## config.mk

```make
export PLATFORM = sky130hd
export DESIGN_NAME = frame_skip_pid_controller_flat
export DESIGN_NICKNAME = d
export VERILOG_FILES = /design/src/rtl/core/fsp_pkg.sv /design/src/rtl/core/fsp_if.sv /design/src/rtl/core/fsp_cfg.sv /design/src/rtl/core/fsp_div.sv /design/src/rtl/core/fsp_dp.sv /design/src/rtl/core/fsp_ctrl.sv /design/src/rtl/core/frame_skip_pid_controller.sv /design/src/flat_wrapper.sv
export SDC_FILE = /design/constraint.sdc
export NUM_CORES = 2
export LEC_CHECK = 0
export BUFFER_PORTS_ARGS = -buffer_cell sky130_fd_sc_hd__buf_2
export CAP_MARGIN = 20
export CORE_AREA = 2 2 360 362
export CTS_BUF_LIST = sky130_fd_sc_hd__clkbuf_4 sky130_fd_sc_hd__clkbuf_8
export CTS_CLUSTER_SIZE = 40
export DETAILED_ROUTE_END_ITERATION = 7
export DIE_AREA = 0 0 362 364
export PLACE_DENSITY = 0.74
export SLEW_MARGIN = 40
export SYNTH_ARGS = -nofsm -noshare
export SYNTH_HDL_FRONTEND = slang
export SYNTH_HIERARCHICAL = 1
export SYNTH_SLANG_ARGS = --single-unit
```

## constraint.sdc

```tcl
create_clock -name clk -period 12.3 [get_ports clk]
set_input_delay 0.615 -clock clk [delete_from_list [all_inputs] [get_ports clk]]
set_output_delay 0.615 -clock clk [all_outputs]
set_load 0.005 [all_outputs]
```

## src/rtl/core/fsp_pkg.sv

```systemverilog
package fsp_pkg;

  localparam int FRAC_BITS = 24;
  localparam int TICK_W    = 32;
  localparam int DFT_W     = 24;
  localparam int SKIP_W    = 5;
  localparam int DIV_BITS  = TICK_W + FRAC_BITS;
  localparam int K_W       = FRAC_BITS + 1;
  localparam int PROD_W    = 32 + K_W;

  localparam logic [K_W-1:0] KI_Q   = K_W'(((64'd55 << FRAC_BITS) + 64'd50) / 64'd100);
  localparam logic [K_W-1:0] KD_Q   = K_W'(((64'd4  << FRAC_BITS) + 64'd50) / 64'd100);
  localparam logic [K_W-1:0] LEAK_Q = K_W'(((64'd99 << FRAC_BITS) + 64'd50) / 64'd100);

  localparam logic [TICK_W-1:0] TICK_RATE_RST = 32'd1000;
  localparam logic [DFT_W-1:0]  DFT_RST       = 24'd280433;
  localparam logic [SKIP_W-1:0] MIN_SKIP_RST  = 5'd0;
  localparam logic [SKIP_W-1:0] MAX_SKIP_RST  = 5'd9;

  typedef enum logic [1:0] {
    REG_TICK_RATE = 2'd0,
    REG_DFT       = 2'd1,
    REG_MIN_SKIP  = 2'd2,
    REG_MAX_SKIP  = 2'd3
  } reg_idx_t;

  typedef enum logic [4:0] {
    OP_NONE, OP_LOAD, OP_DIV_E, OP_GET_E, OP_DIV_U, OP_GET_U, OP_DIV_D, OP_GET_D,
    OP_MUL_ED, OP_ACC_I, OP_MUL_IL, OP_LEAK, OP_MUL_DK, OP_ADD_P, OP_MUL_IK,
    OP_ADJ, OP_LEVEL, OP_UP, OP_DN, OP_FIN
  } op_t;

  typedef struct packed {
    op_t  op;
    logic div_start;
  } cmd_t;

  typedef struct packed {
    logic div_busy;
    logic diff_zero;
    logic up_ok;
    logic dn_ok;
  } sts_t;

  function automatic logic signed [31:0] sat32(input logic signed [35:0] v);
    logic signed [31:0] r;
    if (v > 36'sh0_7FFF_FFFF) r = 32'sh7FFF_FFFF;
    else if (v < -36'sh0_8000_0000) r = -32'sh8000_0000;
    else r = v[31:0];
    return r;
  endfunction

endpackage

```

## src/rtl/core/fsp_if.sv

```systemverilog
interface fsp_in_if;
  logic        valid;
  logic        ready;
  logic [31:0] elapsed_ticks;
  logic [31:0] unthrottled_ticks;
  logic        restart;
  modport source (output valid, elapsed_ticks, unthrottled_ticks, restart, input ready);
  modport sink (input valid, elapsed_ticks, unthrottled_ticks, restart, output ready);
endinterface

interface fsp_out_if;
  logic       valid;
  logic       ready;
  logic [4:0] skip_count;
  logic       release_throttle;
  modport source (output valid, skip_count, release_throttle, input ready);
  modport sink (input valid, skip_count, release_throttle, output ready);
endinterface

```

## src/rtl/core/fsp_cfg.sv

```systemverilog
module fsp_cfg (
  input  logic                               clk,
  input  logic                               rst_n,
  input  logic                               psel,
  input  logic                               penable,
  input  logic                               pwrite,
  input  logic [3:0]                         paddr,
  input  logic [31:0]                        pwdata,
  output logic [31:0]                        prdata,
  output logic                               pready,
  output logic [fsp_pkg::TICK_W-1:0]         tick_rate,
  output logic [fsp_pkg::DFT_W-1:0]          desired_frame_time,
  output logic [fsp_pkg::SKIP_W-1:0]         min_skip,
  output logic [fsp_pkg::SKIP_W-1:0]         max_skip
);
  logic [fsp_pkg::TICK_W-1:0] tick_rate_r;
  logic [fsp_pkg::DFT_W-1:0]  dft_r;
  logic [fsp_pkg::SKIP_W-1:0] min_r, max_r;
  logic                       wr;

  assign pready = 1'b1;
  assign wr = psel & penable & pwrite;

  always_ff @(posedge clk) begin
    if (!rst_n) begin
      tick_rate_r <= fsp_pkg::TICK_RATE_RST;
      dft_r       <= fsp_pkg::DFT_RST;
      min_r       <= fsp_pkg::MIN_SKIP_RST;
      max_r       <= fsp_pkg::MAX_SKIP_RST;
    end else if (wr) begin
      case (fsp_pkg::reg_idx_t'(paddr[3:2]))
        fsp_pkg::REG_TICK_RATE: tick_rate_r <= pwdata;
        fsp_pkg::REG_DFT:       dft_r <= pwdata[fsp_pkg::DFT_W-1:0];
        fsp_pkg::REG_MIN_SKIP:  min_r <= pwdata[fsp_pkg::SKIP_W-1:0];
        fsp_pkg::REG_MAX_SKIP:  max_r <= pwdata[fsp_pkg::SKIP_W-1:0];
        default: ;
      endcase
    end
  end

  always_comb begin
    case (fsp_pkg::reg_idx_t'(paddr[3:2]))
      fsp_pkg::REG_TICK_RATE: prdata = tick_rate_r;
      fsp_pkg::REG_DFT:       prdata = {8'd0, dft_r};
      fsp_pkg::REG_MIN_SKIP:  prdata = {27'd0, min_r};
      fsp_pkg::REG_MAX_SKIP:  prdata = {27'd0, max_r};
      default:                prdata = '0;
    endcase
  end

  assign tick_rate          = tick_rate_r;
  assign desired_frame_time = dft_r;
  assign min_skip           = min_r;
  assign max_skip           = max_r;
endmodule

```

## src/rtl/core/fsp_div.sv

```systemverilog
module fsp_div (
  input  logic                          clk,
  input  logic                          rst_n,
  input  logic                          start,
  input  logic [31:0]                   num,
  input  logic [31:0]                   den,
  output logic                          busy,
  output logic [fsp_pkg::DIV_BITS-1:0]  quo
);
  localparam int CNT_W = $clog2(fsp_pkg::DIV_BITS);
  localparam logic [CNT_W-1:0] LAST = CNT_W'(fsp_pkg::DIV_BITS - 1);

  logic                         busy_r;
  logic [CNT_W-1:0]             cnt_r;
  logic [32:0]                  rem_r;
  logic [fsp_pkg::DIV_BITS-1:0] dq_r;
  logic [31:0]                  den_r;
  logic [32:0]                  rem_sh, rem_nxt;
  logic                         ge;

  always_comb begin
    rem_sh  = {rem_r[31:0], dq_r[fsp_pkg::DIV_BITS-1]};
    ge      = rem_sh >= {1'b0, den_r};
    rem_nxt = ge ? rem_sh - {1'b0, den_r} : rem_sh;
  end

  always_ff @(posedge clk) begin
    if (!rst_n) begin
      busy_r <= 1'b0;
      cnt_r  <= '0;
    end else if (start) begin
      busy_r <= 1'b1;
      cnt_r  <= '0;
    end else if (busy_r) begin
      cnt_r <= cnt_r + 1'b1;
      if (cnt_r == LAST) busy_r <= 1'b0;
    end
  end

  always_ff @(posedge clk) begin
    if (start) begin
      dq_r  <= {num, {fsp_pkg::FRAC_BITS{1'b0}}};
      rem_r <= '0;
      den_r <= den;
    end else if (busy_r) begin
      rem_r <= rem_nxt;
      dq_r  <= {dq_r[fsp_pkg::DIV_BITS-2:0], ge};
    end
  end

  assign busy = busy_r;
  assign quo  = dq_r;
endmodule

```

## src/rtl/core/fsp_dp.sv

```systemverilog
module fsp_dp (
  input  logic                        clk,
  input  logic                        rst_n,
  input  fsp_pkg::cmd_t               cmd,
  output fsp_pkg::sts_t               sts,
  input  logic [31:0]                 elapsed_ticks,
  input  logic [31:0]                 unthrottled_ticks,
  input  logic                        restart,
  input  logic [fsp_pkg::TICK_W-1:0]  tick_rate,
  input  logic [fsp_pkg::DFT_W-1:0]   desired_frame_time,
  input  logic [fsp_pkg::SKIP_W-1:0]  min_skip,
  input  logic [fsp_pkg::SKIP_W-1:0]  max_skip,
  output logic [fsp_pkg::SKIP_W-1:0]  skip_count,
  output logic                        release_throttle
);
  localparam int F = fsp_pkg::FRAC_BITS;
  localparam logic signed [27:0] RES_ONE = 28'sd1 <<< F;
  localparam logic signed [27:0] RES_LIM = 28'sd4 <<< F;

  logic [31:0]                  el_r, un_r;
  logic [F:0]                   diff_r;
  logic signed [25:0]           err_r, perr_r;
  logic signed [31:0]           der_r, int_r, sl_r;
  logic signed [27:0]           res_r;
  logic signed [8:0]            rv_r;
  logic signed [33:0]           acc_r;
  logic                         rel_r;
  logic [fsp_pkg::SKIP_W-1:0]   pskip_r, skip_r;
  logic                         relo_r;
  logic [fsp_pkg::PROD_W-1:0]   prod_r;
  logic                         pneg_r;

  logic [31:0]                  rate_eff, div_num, div_den;
  logic                         div_busy;
  logic [fsp_pkg::DIV_BITS-1:0] quo;
  logic signed [26:0]           dnum, err_raw;
  logic [26:0]                  dmag;
  logic [25:0]                  usec;
  logic [30:0]                  dq;
  logic signed [31:0]           mul_a;
  logic [31:0]                  mul_mag;
  logic [fsp_pkg::K_W-1:0]      mul_k;
  logic [fsp_pkg::PROD_W-1:0]   prod_rnd;
  logic signed [33:0]           rnd;
  logic signed [33:0]           e40;
  logic signed [34:0]           adj;
  logic signed [31:0]           sl_new;
  logic [31:0]                  sl_mag;
  logic signed [8:0]            rv_lvl, rv_min, rv_max, rv_c, pskip_s;
  logic signed [27:0]           frac;
  logic signed [31:0]           lo, hi;

  assign rate_eff = (tick_rate == '0) ? 32'd1 : tick_rate;
  assign dnum = $signed({err_r[25], err_r}) - $signed({perr_r[25], perr_r});
  assign dmag = dnum[26] ? 27'(-dnum) : 27'(dnum);

  always_comb begin
    case (cmd.op)
      fsp_pkg::OP_DIV_U: begin div_num = un_r; div_den = rate_eff; end
      fsp_pkg::OP_DIV_D: begin div_num = {5'd0, dmag}; div_den = {7'd0, diff_r}; end
      default:           begin div_num = el_r; div_den = rate_eff; end
    endcase
  end

  fsp_div u_div (
    .clk   (clk),
    .rst_n (rst_n),
    .start (cmd.div_start),
    .num   (div_num),
    .den   (div_den),
    .busy  (div_busy),
    .quo   (quo)
  );

  assign usec    = (quo > (56'd1 << (F + 1))) ? 26'(1 << (F + 1)) : quo[25:0];
  assign err_raw = $signed({1'b0, usec}) - $signed({3'b0, desired_frame_time});
  assign dq      = (quo > 56'h7FFF_FFFF) ? 31'h7FFF_FFFF : quo[30:0];

  always_comb begin
    case (cmd.op)
      fsp_pkg::OP_MUL_ED: begin mul_a = 32'(err_r); mul_k = diff_r; end
      fsp_pkg::OP_MUL_IL: begin mul_a = int_r; mul_k = fsp_pkg::LEAK_Q; end
      fsp_pkg::OP_MUL_DK: begin mul_a = der_r; mul_k = fsp_pkg::KD_Q; end
      default:            begin mul_a = int_r; mul_k = fsp_pkg::KI_Q; end
    endcase
    mul_mag = mul_a[31] ? 32'(-mul_a) : 32'(mul_a);
  end

  assign prod_rnd = prod_r + (fsp_pkg::PROD_W'(1) << (F - 1));
  assign rnd = pneg_r ? -$signed({1'b0, prod_rnd[fsp_pkg::PROD_W-1:F]})
                      : $signed({1'b0, prod_rnd[fsp_pkg::PROD_W-1:F]});
  assign e40 = ($signed(34'(err_r)) <<< 5) + ($signed(34'(err_r)) <<< 3);
  assign adj = $signed(35'(acc_r)) + $signed(35'(rnd));
  assign sl_new = fsp_pkg::sat32(36'(sl_r) + 36'(adj));

  assign sl_mag = sl_r[31] ? 32'(-sl_r) : 32'(sl_r);
  assign rv_lvl = sl_r[31] ? -$signed({1'b0, sl_mag[31:F]}) : $signed({1'b0, sl_mag[31:F]});
  assign frac   = sl_r[31] ? -$signed({4'd0, sl_mag[F-1:0]}) : $signed({4'd0, sl_mag[F-1:0]});

  assign rv_min  = $signed({4'd0, min_skip});
  assign rv_max  = $signed({4'd0, max_skip});
  assign pskip_s = $signed({4'd0, pskip_r});
  always_comb begin
    rv_c = rv_r;
    if (rv_c < rv_min) rv_c = rv_min;
    if (rv_c > rv_max) rv_c = rv_max;
  end
  assign lo = (32'(rv_min) - 32'sd1) <<< F;
  assign hi = (32'(rv_max) + 32'sd1) <<< F;

  always_ff @(posedge clk) begin
    if (!rst_n) begin
      perr_r  <= '0;
      int_r   <= '0;
      sl_r    <= '0;
      res_r   <= '0;
      pskip_r <= '0;
    end else begin
      case (cmd.op)
        fsp_pkg::OP_LOAD: begin
          if (restart) sl_r <= sl_r[31] ? -$signed(sl_mag >> 1) : $signed(sl_mag >> 1);
        end
        fsp_pkg::OP_GET_D: perr_r <= err_r;
        fsp_pkg::OP_ACC_I: int_r <= fsp_pkg::sat32(36'(int_r) + 36'(rnd));
        fsp_pkg::OP_LEAK:  int_r <= rnd[31:0];
        fsp_pkg::OP_ADJ:   sl_r <= sl_new;
        fsp_pkg::OP_LEVEL: res_r <= res_r + frac;
        fsp_pkg::OP_UP:    res_r <= res_r - RES_ONE;
        fsp_pkg::OP_DN:    res_r <= res_r + RES_ONE;
        fsp_pkg::OP_FIN: begin
          if (res_r >= RES_LIM) res_r <= RES_LIM;
          else if (res_r <= -RES_LIM) res_r <= -RES_LIM;
          if (sl_r < lo) sl_r <= (lo > hi) ? hi : lo;
          else if (sl_r > hi) sl_r <= hi;
          pskip_r <= rv_c[fsp_pkg::SKIP_W-1:0];
        end
        default: ;
      endcase
    end
  end

  always_ff @(posedge clk) begin
    case (cmd.op)
      fsp_pkg::OP_LOAD: begin
        el_r <= elapsed_ticks;
        un_r <= unthrottled_ticks;
      end
      fsp_pkg::OP_GET_E: diff_r <= (quo > (56'd1 << F)) ? (F+1)'(1 << F) : quo[F:0];
      fsp_pkg::OP_GET_U: begin
        if (err_raw > (27'sd1 <<< F) || err_raw < -(27'sd1 <<< F)) err_r <= '0;
        else err_r <= err_raw[25:0];
      end
      fsp_pkg::OP_GET_D: begin
        if (diff_r == '0) der_r <= (dnum > 0) ? 32'sh7FFF_FFFF :
                                   (dnum < 0) ? -32'sh7FFF_FFFF : 32'sd0;
        else der_r <= dnum[26] ? -$signed({1'b0, dq}) : $signed({1'b0, dq});
      end
      fsp_pkg::OP_ADD_P: acc_r <= e40 + rnd;
      fsp_pkg::OP_ADJ:   rel_r <= (adj > 0) && (sl_new > 0);
      fsp_pkg::OP_LEVEL: rv_r <= rv_lvl;
      fsp_pkg::OP_UP:    rv_r <= rv_r + 9'sd1;
      fsp_pkg::OP_DN:    rv_r <= rv_r - 9'sd1;
      fsp_pkg::OP_FIN: begin
        skip_r <= rv_c[fsp_pkg::SKIP_W-1:0];
        relo_r <= rel_r;
      end
      default: ;
    endcase
    if (cmd.op == fsp_pkg::OP_MUL_ED || cmd.op == fsp_pkg::OP_MUL_IL ||
        cmd.op == fsp_pkg::OP_MUL_DK || cmd.op == fsp_pkg::OP_MUL_IK) begin
      prod_r <= mul_mag * mul_k;
      pneg_r <= mul_a[31];
    end
  end

  assign sts.div_busy  = div_busy;
  assign sts.diff_zero = (diff_r == '0);
  assign sts.up_ok = (res_r >= RES_ONE) && (rv_r <= pskip_s) && (rv_r < rv_max);
  assign sts.dn_ok = (res_r <= -RES_ONE) && (rv_r >= pskip_s) && (rv_r > rv_min);

  assign skip_count       = skip_r;
  assign release_throttle = relo_r;

  a_res_bound: assert property (@(posedge clk) disable iff (!rst_n)
    cmd.op == fsp_pkg::OP_FIN |=> (res_r <= RES_LIM) && (res_r >= -RES_LIM))
    else $error("residue out of range after finish");
endmodule

```

## src/rtl/core/fsp_ctrl.sv

```systemverilog
module fsp_ctrl (
  input  logic          clk,
  input  logic          rst_n,
  input  logic          in_valid,
  output logic          in_ready,
  output logic          out_valid,
  input  logic          out_ready,
  input  fsp_pkg::sts_t sts,
  output fsp_pkg::cmd_t cmd
);
  typedef enum logic [4:0] {
    S_IDLE, S_DE, S_WE, S_DU, S_WU, S_DD, S_WD, S_M0, S_A0, S_M1, S_A1,
    S_M2, S_A2, S_M3, S_A3, S_LV, S_UP, S_DN, S_FIN
  } state_t;

  state_t state_r, state_nxt;
  logic   out_valid_r, out_valid_nxt;

  always_comb begin
    state_nxt     = state_r;
    cmd.op        = fsp_pkg::OP_NONE;
    cmd.div_start = 1'b0;
    out_valid_nxt = out_valid_r & ~out_ready;
    case (state_r)
      S_IDLE: if (in_valid) begin
        cmd.op = fsp_pkg::OP_LOAD;
        state_nxt = S_DE;
      end
      S_DE: begin
        cmd.op = fsp_pkg::OP_DIV_E; cmd.div_start = 1'b1; state_nxt = S_WE;
      end
      S_WE: if (!sts.div_busy) begin
        cmd.op = fsp_pkg::OP_GET_E; state_nxt = S_DU;
      end
      S_DU: begin
        cmd.op = fsp_pkg::OP_DIV_U; cmd.div_start = 1'b1; state_nxt = S_WU;
      end
      S_WU: if (!sts.div_busy) begin
        cmd.op = fsp_pkg::OP_GET_U; state_nxt = S_DD;
      end
      S_DD: begin
        if (sts.diff_zero) begin
          cmd.op = fsp_pkg::OP_GET_D; state_nxt = S_M0;
        end else begin
          cmd.op = fsp_pkg::OP_DIV_D; cmd.div_start = 1'b1; state_nxt = S_WD;
        end
      end
      S_WD: if (!sts.div_busy) begin
        cmd.op = fsp_pkg::OP_GET_D; state_nxt = S_M0;
      end
      S_M0: begin cmd.op = fsp_pkg::OP_MUL_ED; state_nxt = S_A0; end
      S_A0: begin cmd.op = fsp_pkg::OP_ACC_I;  state_nxt = S_M1; end
      S_M1: begin cmd.op = fsp_pkg::OP_MUL_IL; state_nxt = S_A1; end
      S_A1: begin cmd.op = fsp_pkg::OP_LEAK;   state_nxt = S_M2; end
      S_M2: begin cmd.op = fsp_pkg::OP_MUL_DK; state_nxt = S_A2; end
      S_A2: begin cmd.op = fsp_pkg::OP_ADD_P;  state_nxt = S_M3; end
      S_M3: begin cmd.op = fsp_pkg::OP_MUL_IK; state_nxt = S_A3; end
      S_A3: begin cmd.op = fsp_pkg::OP_ADJ;    state_nxt = S_LV; end
      S_LV: begin cmd.op = fsp_pkg::OP_LEVEL;  state_nxt = S_UP; end
      S_UP: begin
        if (sts.up_ok) cmd.op = fsp_pkg::OP_UP;
        else state_nxt = S_DN;
      end
      S_DN: begin
        if (sts.dn_ok) cmd.op = fsp_pkg::OP_DN;
        else state_nxt = S_FIN;
      end
      S_FIN: if (!out_valid_r || out_ready) begin
        cmd.op = fsp_pkg::OP_FIN;
        out_valid_nxt = 1'b1;
        state_nxt = S_IDLE;
      end
      default: state_nxt = S_IDLE;
    endcase
  end

  always_ff @(posedge clk) begin
    if (!rst_n) begin
      state_r     <= S_IDLE;
      out_valid_r <= 1'b0;
    end else begin
      state_r     <= state_nxt;
      out_valid_r <= out_valid_nxt;
    end
  end

  assign in_ready  = (state_r == S_IDLE);
  assign out_valid = out_valid_r;

  a_busy_after_accept: assert property (@(posedge clk) disable iff (!rst_n)
    in_valid && in_ready |=> state_r == S_DE)
    else $error("item accepted but sequence not started");
  a_wait_div: assert property (@(posedge clk) disable iff (!rst_n)
    (state_r == S_WE || state_r == S_WU || state_r == S_WD) && sts.div_busy
    |-> cmd.op == fsp_pkg::OP_NONE)
    else $error("quotient taken while divider busy");
  a_no_overwrite: assert property (@(posedge clk) disable iff (!rst_n)
    cmd.op == fsp_pkg::OP_FIN |-> !out_valid_r || out_ready)
    else $error("result overwritten before taken");
  a_start_busy: assert property (@(posedge clk) disable iff (!rst_n)
    cmd.div_start |=> sts.div_busy)
    else $error("divider did not start");
endmodule

```

## src/rtl/core/frame_skip_pid_controller.sv

```systemverilog
// Frame-skip PID controller: one input item per finished frame, one result item
// back (skip count and throttle-release flag). Each item runs three 56-step
// radix-2 divisions on one shared divider (the third skipped when the frame
// time is zero), followed by four passes through one 32x25 multiplier and up
// to four single-step residue adjustments. The next item is taken as soon as
// the sequence returns to idle, while the previous result may still wait in the
// output register; if it is still waiting when the next item is done, that item
// holds in its last step until the result is taken.
// Registers sit on an APB-style port at byte addresses 0, 4, 8 and 12.
module frame_skip_pid_controller (
  input  logic        clk,
  input  logic        rst_n,
  input  logic        psel,
  input  logic        penable,
  input  logic        pwrite,
  input  logic [3:0]  paddr,
  input  logic [31:0] pwdata,
  output logic [31:0] prdata,
  output logic        pready,
  fsp_in_if.sink      in_item,
  fsp_out_if.source   out_item
);
  logic [fsp_pkg::TICK_W-1:0] tick_rate;
  logic [fsp_pkg::DFT_W-1:0]  dft;
  logic [fsp_pkg::SKIP_W-1:0] min_skip, max_skip;
  fsp_pkg::cmd_t              cmd;
  fsp_pkg::sts_t              sts;

  fsp_cfg u_cfg (
    .clk                (clk),
    .rst_n              (rst_n),
    .psel               (psel),
    .penable            (penable),
    .pwrite             (pwrite),
    .paddr              (paddr),
    .pwdata             (pwdata),
    .prdata             (prdata),
    .pready             (pready),
    .tick_rate          (tick_rate),
    .desired_frame_time (dft),
    .min_skip           (min_skip),
    .max_skip           (max_skip)
  );

  fsp_ctrl u_ctrl (
    .clk       (clk),
    .rst_n     (rst_n),
    .in_valid  (in_item.valid),
    .in_ready  (in_item.ready),
    .out_valid (out_item.valid),
    .out_ready (out_item.ready),
    .sts       (sts),
    .cmd       (cmd)
  );

  fsp_dp u_dp (
    .clk                (clk),
    .rst_n              (rst_n),
    .cmd                (cmd),
    .sts                (sts),
    .elapsed_ticks      (in_item.elapsed_ticks),
    .unthrottled_ticks  (in_item.unthrottled_ticks),
    .restart            (in_item.restart),
    .tick_rate          (tick_rate),
    .desired_frame_time (dft),
    .min_skip           (min_skip),
    .max_skip           (max_skip),
    .skip_count         (out_item.skip_count),
    .release_throttle   (out_item.release_throttle)
  );
endmodule
```

## src/flat_wrapper.sv

```systemverilog
// flat-port wrapper written by rule: the top's interface ports become plain ports
module frame_skip_pid_controller_flat 
  (clk, rst_n, psel, penable, pwrite, paddr, pwdata, prdata, pready, in_item_valid, in_item_elapsed_ticks, in_item_unthrottled_ticks, in_item_restart, in_item_ready, out_item_valid, out_item_skip_count, out_item_release_throttle, out_item_ready);
  fsp_in_if in_item_i ();
  fsp_out_if out_item_i ();
  input  logic clk;
  input  logic rst_n;
  input  logic psel;
  input  logic penable;
  input  logic pwrite;
  input  logic [3:0] paddr;
  input  logic [31:0] pwdata;
  output logic [31:0] prdata;
  output logic pready;
  input wire logic [$bits(in_item_i.valid)-1:0] in_item_valid;
  input wire logic [$bits(in_item_i.elapsed_ticks)-1:0] in_item_elapsed_ticks;
  input wire logic [$bits(in_item_i.unthrottled_ticks)-1:0] in_item_unthrottled_ticks;
  input wire logic [$bits(in_item_i.restart)-1:0] in_item_restart;
  output wire logic [$bits(in_item_i.ready)-1:0] in_item_ready;
  output wire logic [$bits(out_item_i.valid)-1:0] out_item_valid;
  output wire logic [$bits(out_item_i.skip_count)-1:0] out_item_skip_count;
  output wire logic [$bits(out_item_i.release_throttle)-1:0] out_item_release_throttle;
  input wire logic [$bits(out_item_i.ready)-1:0] out_item_ready;
  assign in_item_i.valid = in_item_valid;
  assign in_item_i.elapsed_ticks = in_item_elapsed_ticks;
  assign in_item_i.unthrottled_ticks = in_item_unthrottled_ticks;
  assign in_item_i.restart = in_item_restart;
  assign in_item_ready = in_item_i.ready;
  assign out_item_valid = out_item_i.valid;
  assign out_item_skip_count = out_item_i.skip_count;
  assign out_item_release_throttle = out_item_i.release_throttle;
  assign out_item_i.ready = out_item_ready;
  frame_skip_pid_controller u_core (.clk(clk), .rst_n(rst_n), .psel(psel), .penable(penable), .pwrite(pwrite), .paddr(paddr), .pwdata(pwdata), .prdata(prdata), .pready(pready), .in_item(in_item_i), .out_item(out_item_i));
endmodule
```

After elaboration in Yosys (flattened, before gate mapping)
Cells that the tools add are included.
- memory bits (writable): 0
- bits in latches: 0
- bits in registers: 577
- logic and storage cells: 230
- input bits: 108
- ROM bits: 0
- output and inout port bits: 41
- memories: 0
- div/mod/pow operators: 0
- muxes and demuxes: 62
- $add $sub $neg: 25
- equal/unequal tests: 50
- bitwise logic cells: 5
- order comparisons: 27
- shift operators: 0
- multipliers: 1
- reduce and logical (&&, ||, !) cells: 30
- operators with widths (kind ; number):
    two-way mux 32 bit ; 16
    case mux 32 bit (2 select lines) ; 3
    case mux 5 bit (19 select lines) ; 2
    case mux 32 bit (4 select lines) ; 1
    two-way mux 56 bit ; 2
    case mux 28 bit (4 select lines) ; 1
    case mux 32 bit (3 select lines) ; 1
    two-way mux 28 bit ; 3
    == test 5 x 4 -> 1 bit (second input constant) ; 16
    case mux 25 bit (3 select lines) ; 1
    negator 31 -> 32 bit ; 2
    negator 32 bit ; 2
    adder 57 x 24 -> 57 bit (second input constant) ; 1
    multiplier 32 x 25 -> 57 bit ; 1
    greater-than comparator 56 x 25 -> 1 bit (second input constant) ; 1
    greater-than comparator 56 x 26 -> 1 bit (second input constant) ; 1
    greater-than comparator 56 x 31 -> 1 bit (second input constant) ; 1
    two-way mux 5 bit ; 11
    two-way mux 25 bit ; 2
    == test 5 x 3 -> 1 bit (second input constant) ; 8
    adder 32 x 35 -> 36 bit ; 1
    greater-than comparator 36 x 32 -> 1 bit (second input constant) ; 1
    < comparator 36 x 32 -> 1 bit (second input constant) ; 1
    adder 32 x 34 -> 35 bit ; 1
    other kinds (72) ; 120

Longest topological paths before layout
- depth after elaboration: 10
- mapped depth: 57
- gate-level depth less buffers: 52

Modules after synthesis
The synthesis kept the hierarchy.
- by module, submodules not included (module ; area each (um2) ; cells an instance ; sequential area each (um2) ; instances):
    fsp_dp ; 59354.4 ; 7080 ; 9429.0 ; 1
    fsp_div ; 6790.3 ; 671 ; 3183.1 ; 1
    fsp_cfg ; 3071.7 ; 332 ; 1321.3 ; 1
    fsp_ctrl ; 548.0 ; 72 ; 120.1 ; 1

Least setup slack after synthesis
Ideal clock, no wire load.
- path type: flip-flop to flip-flop
- start point: register u_core.u_dp.rv_r[1]
- end point: register u_core/u_dp/prod_r[56] in the netlist's numbering, data pin
- buffers on the path: 7
- required time: 12142 ps
- cell stages (with the launch flop): 53
- arrival: 12121 ps
- setup slack: 21 ps
- clock period less this slack: 12279 ps
- cell sequence: edfxtp_1 -> ha_1 -> nor2b_1 -> o21a_1 -> o21a_1 -> o21ai_0 -> and3_1 -> ha_1 -> clkbuf_1 -> nor2_1 -> nand3_1 -> nor3_1 -> inv_1 -> nor4_1 -> o21ai_0 -> nand2_1 -> clkbuf_1 -> nor4b_1 -> [... 17 more ...] -> inv_1 -> fa_1 -> fa_1 -> fa_1 -> inv_1 -> fa_1 -> ha_1 -> and3_1 -> a221oi_1 -> o21ai_0 -> nor3b_1 -> o2bb2ai_1 -> nor3_1 -> o21ai_1 -> o311ai_0 -> or4_1 -> a2111o_1 -> o211ai_1
- RTL lines (item ; RTL line ; RTL):
    start: declaration ; fsp_dp.sv:25 ; logic signed [8:0] rv_r;
    start signal: assignment ; fsp_dp.sv:160 ; fsp_pkg::OP_LEVEL: rv_r <= rv_lvl;
    start signal: assignment ; fsp_dp.sv:161 ; fsp_pkg::OP_UP: rv_r <= rv_r + 9'sd1;
    start signal: assignment ; fsp_dp.sv:162 ; fsp_pkg::OP_DN: rv_r <= rv_r - 9'sd1;
    end signal: assignment ; fsp_dp.sv:171 ; prod_r <= mul_mag * mul_k;
    end: declaration ; fsp_dp.sv:30 ; logic [fsp_pkg::PROD_W-1:0] prod_r;

==> metrics.yaml <==
crit_path_top_delay_cell: "fa_1"
cts_buffers: 93
slew_viol_final: 0
synth_cell_type_count: 118
drt-initial-drc-count: 6989
wl_per_cell_um: 21.66
cp.arrival_ps: 12550
finalCoreUtilization_pct: 60.93
hold_path_class: "primary input to flop"
r2r_cells: 52
holdPathStages: 3
grt_pass1_wl_mm: 343.5
syn_inst: 8155
yosys.area.top_type: "fa_1"
critical_path.max_stage_delay_ps: 560
place.gp.congestion: 1.061
clkLatencyLatePin_ps: 810
htreeDepth: 3
worst_hold_slack_ps: 65.37
drv_cap: 0
cts_root_buffer: "clkbuf_8"
synth_top_area_share_pct: 20.66
die_area_um2: 131800
yosysSeqAreaShare_pct: 20.14
grt_overflow_total: 0
rows: 132
via_count: 62650
synth_ff_type: "edfxtp_1"
pre_cts_slack_ps: -227.1
yosys_warnings: 6
layout-drive-gt1-share_pct: 11.97
die_x_um: 362
ir_worst_vdd_uv: 142.9
tightestPinTransition_ps: 956.2
port_buffers: 145
antenna_found_initial: 5
postSynthAreaPerCell_um2: 8.555
clock_sinks: 554
skew_ps: 44.70
cp.required_ps: 12920
finalWirelength_mm: 222.3
power.leakage_nw: 35.58
io_pins: 149
ant_nets: 0
grt_max_degree: 85
start_util_pct: 54.36
fin_crit_sh_pct: 97.04
cts_tree: "built"
core_um2: 128300
path_clk_slew_ps: 60
dpl.hpwl_mm: 173.1
synthesis.area_um2: 69760
setup_ws_ps: 364.7
synthTopCellsByArea: "fa_1 21%, edfxtp_1 13%, ha_1 8.9%, dfxtp_1 7.4%, nand2_1 5.7%"
setup_viol: 0
clock_path_buffers: 3
r2r_slack_ps: 360
rsz0062_at_grt: "true"
drt_pass1_iterations: 7
run_status: "finished, final reports clean"
p_per_area_nw_per_um2: 130.2
slew_headroom_pct: 35.58
cp-end-kind: "flop"
syn_to_final_growth_pct: 12.08
layout_commonest_cell: "nand2_1"
die_y_um: 364
startpoint_type: "flop"
drc: 0
ys_seq_elements: 554
crit_fanout: 5
grt_pass1_vias: 61790
mostFrequentLayoutCells: "1060 x nand2_1, 1053 x inv_1, 709 x fa_1"
routed_via_density: 6.106
hold_viol: 0
period_minus_slack_ps: 11940
grt_usage_pct: 33.21
synth_edf_count: 296
setup-tns-final_ps: 0
synthArstFlopShare_pct: 0
max_freq_mhz: 83.79
crit_type: "flop to flop"
final_nets: 9827
## synthesized netlist by cell type (50+ instances only)
master	count
dfxtp_1	258
clkbuf_1	302
xnor2_1	290
nor4_1	69
nor2_1	616
o31ai_1	50
and3_1	70
nand4_1	67
o211ai_1	73
fa_1	720
edfxtp_1	296
nand2b_1	58
o21ai_0	352
a21oi_1	363
a31oi_1	52
ha_1	498
a21o_1	142
inv_1	1057
nor2b_1	69
and2_1	108
or3_1	53
mux2i_1	131
nand3_1	129
nor3_1	143
nand2_1	1066
o21a_1	62
xor2_1	190
## metrics by stage
step                total power, mW  instances  instance area (um^2)
finish                        10.18      10260                 78190
global route                  10.79      10260                 78190
CTS                           9.997      10240                 77510
detailed placement            7.906       9998                 74550
global placement              7.768       9992                 74410
floorplan                     6.449       8171                 69820
## worst max-delay path: cells and delay by family, from the launching register on
| family | cells | cell delay, ps |
|---|---|---|
| adders and majority gates | 10 | 4280 |
| and+or+nand+nor | 18 | 2880 |
| buffers and inverters | 10 | 1330 |
| AOI/OAI and AO/OA | 13 | 2620 |
| DFF | 1 | 460 |
| xor gates and xnor gates | 1 | 150 |
## where the power goes
| part | leakage (nW) | total (mW) | internal, mW | switching [mW] |
|---|---|---|---|---|
| sequential | 4.81 | 2.68 | 2.35 | 0.331 |
| combinational | 29.6 | 5.46 | 2.12 | 3.34 |
| clock | 1.16 | 2.04 | 1.18 | 0.867 |
| total | 35.6 | 10.2 | 5.65 | 4.53 |
## cell families (layout without fill, tap and decap cells)
kind of cell	Yosys count	in the layout	synth area share (%)
and+or+nand+nor	2620	2620	17.42
buffers and inverters	1449	1859	8.081
AOI/OAI and AO/OA	1662	1662	16.11
adders and majority gates	1218	1218	29.59
muxes	165	165	2.509
xor gates and xnor gates	484	484	6.130
DFF	554	554	20.14
other	3	23	0.01614
## timing repair
action	CTS	global route
hold buffers	64	0
pin swaps	1	76
resized for setup	10	94
cloned	0	1
buffers inserted	1	17
endpoints found under the setup margin	6	22
endpoints found under the hold margin	64	0
## registers in the layout (all words and copies together) (netlist names), 32 cells and up
register,cells
u_core/u_cfg/tick_rate,32
u_core/u_dp/int_r,32
u_core/u_dp/un_r,32
u_core/u_dp/der_r,32
u_core/u_dp/u_div/den_r,32
u_core/u_dp/sl_r,32
u_core/u_dp/u_div/quo,56
u_core/u_dp/u_div/rem_r,32
u_core/u_dp/acc_r,34
u_core/u_dp/el_r,32
u_core/u_dp/prod_r,34
## area by class of cell
cell class                 instances  area [um^2]
tap                             1675         2096
inverter                        1060         3979
sequential                       554        14060
antenna                            4        10.01
fill                           10900        50140
multi-input combinational       6168        50950
clock buffer                     124         1600
timing repair buffer             624         4813
clock inverter                    51        679.4
## final timing paths
check / from / to
max: u_core/u_dp/rv_r[1]$_DFFE_PP_ / u_core/u_dp/prod_r[56]$_DFFE_PP_
min: pwdata[25] / u_core/u_cfg/tick_rate[25]$_SDFFE_PN0P_
max reg2reg: u_core/u_dp/rv_r[1]$_DFFE_PP_ / u_core/u_dp/prod_r[56]$_DFFE_PP_
min reg2reg: u_core/u_dp/perr_r[3]$_SDFFE_PN0N_ / u_core/u_dp/perr_r[3]$_SDFFE_PN0N_
## metal layers
layer  routed length (um)  global-route usage, %  vias to the layer above
met5                   30                      0                        -
met4                12100                  16.15                        4
met3                22590                  7.447                      699
met2                99580                  52.45                     3134
met1                87970                  43.20                    30490
li1                     -                      -                    28330
No activity file was read; power rests on OpenSTA's default activity.
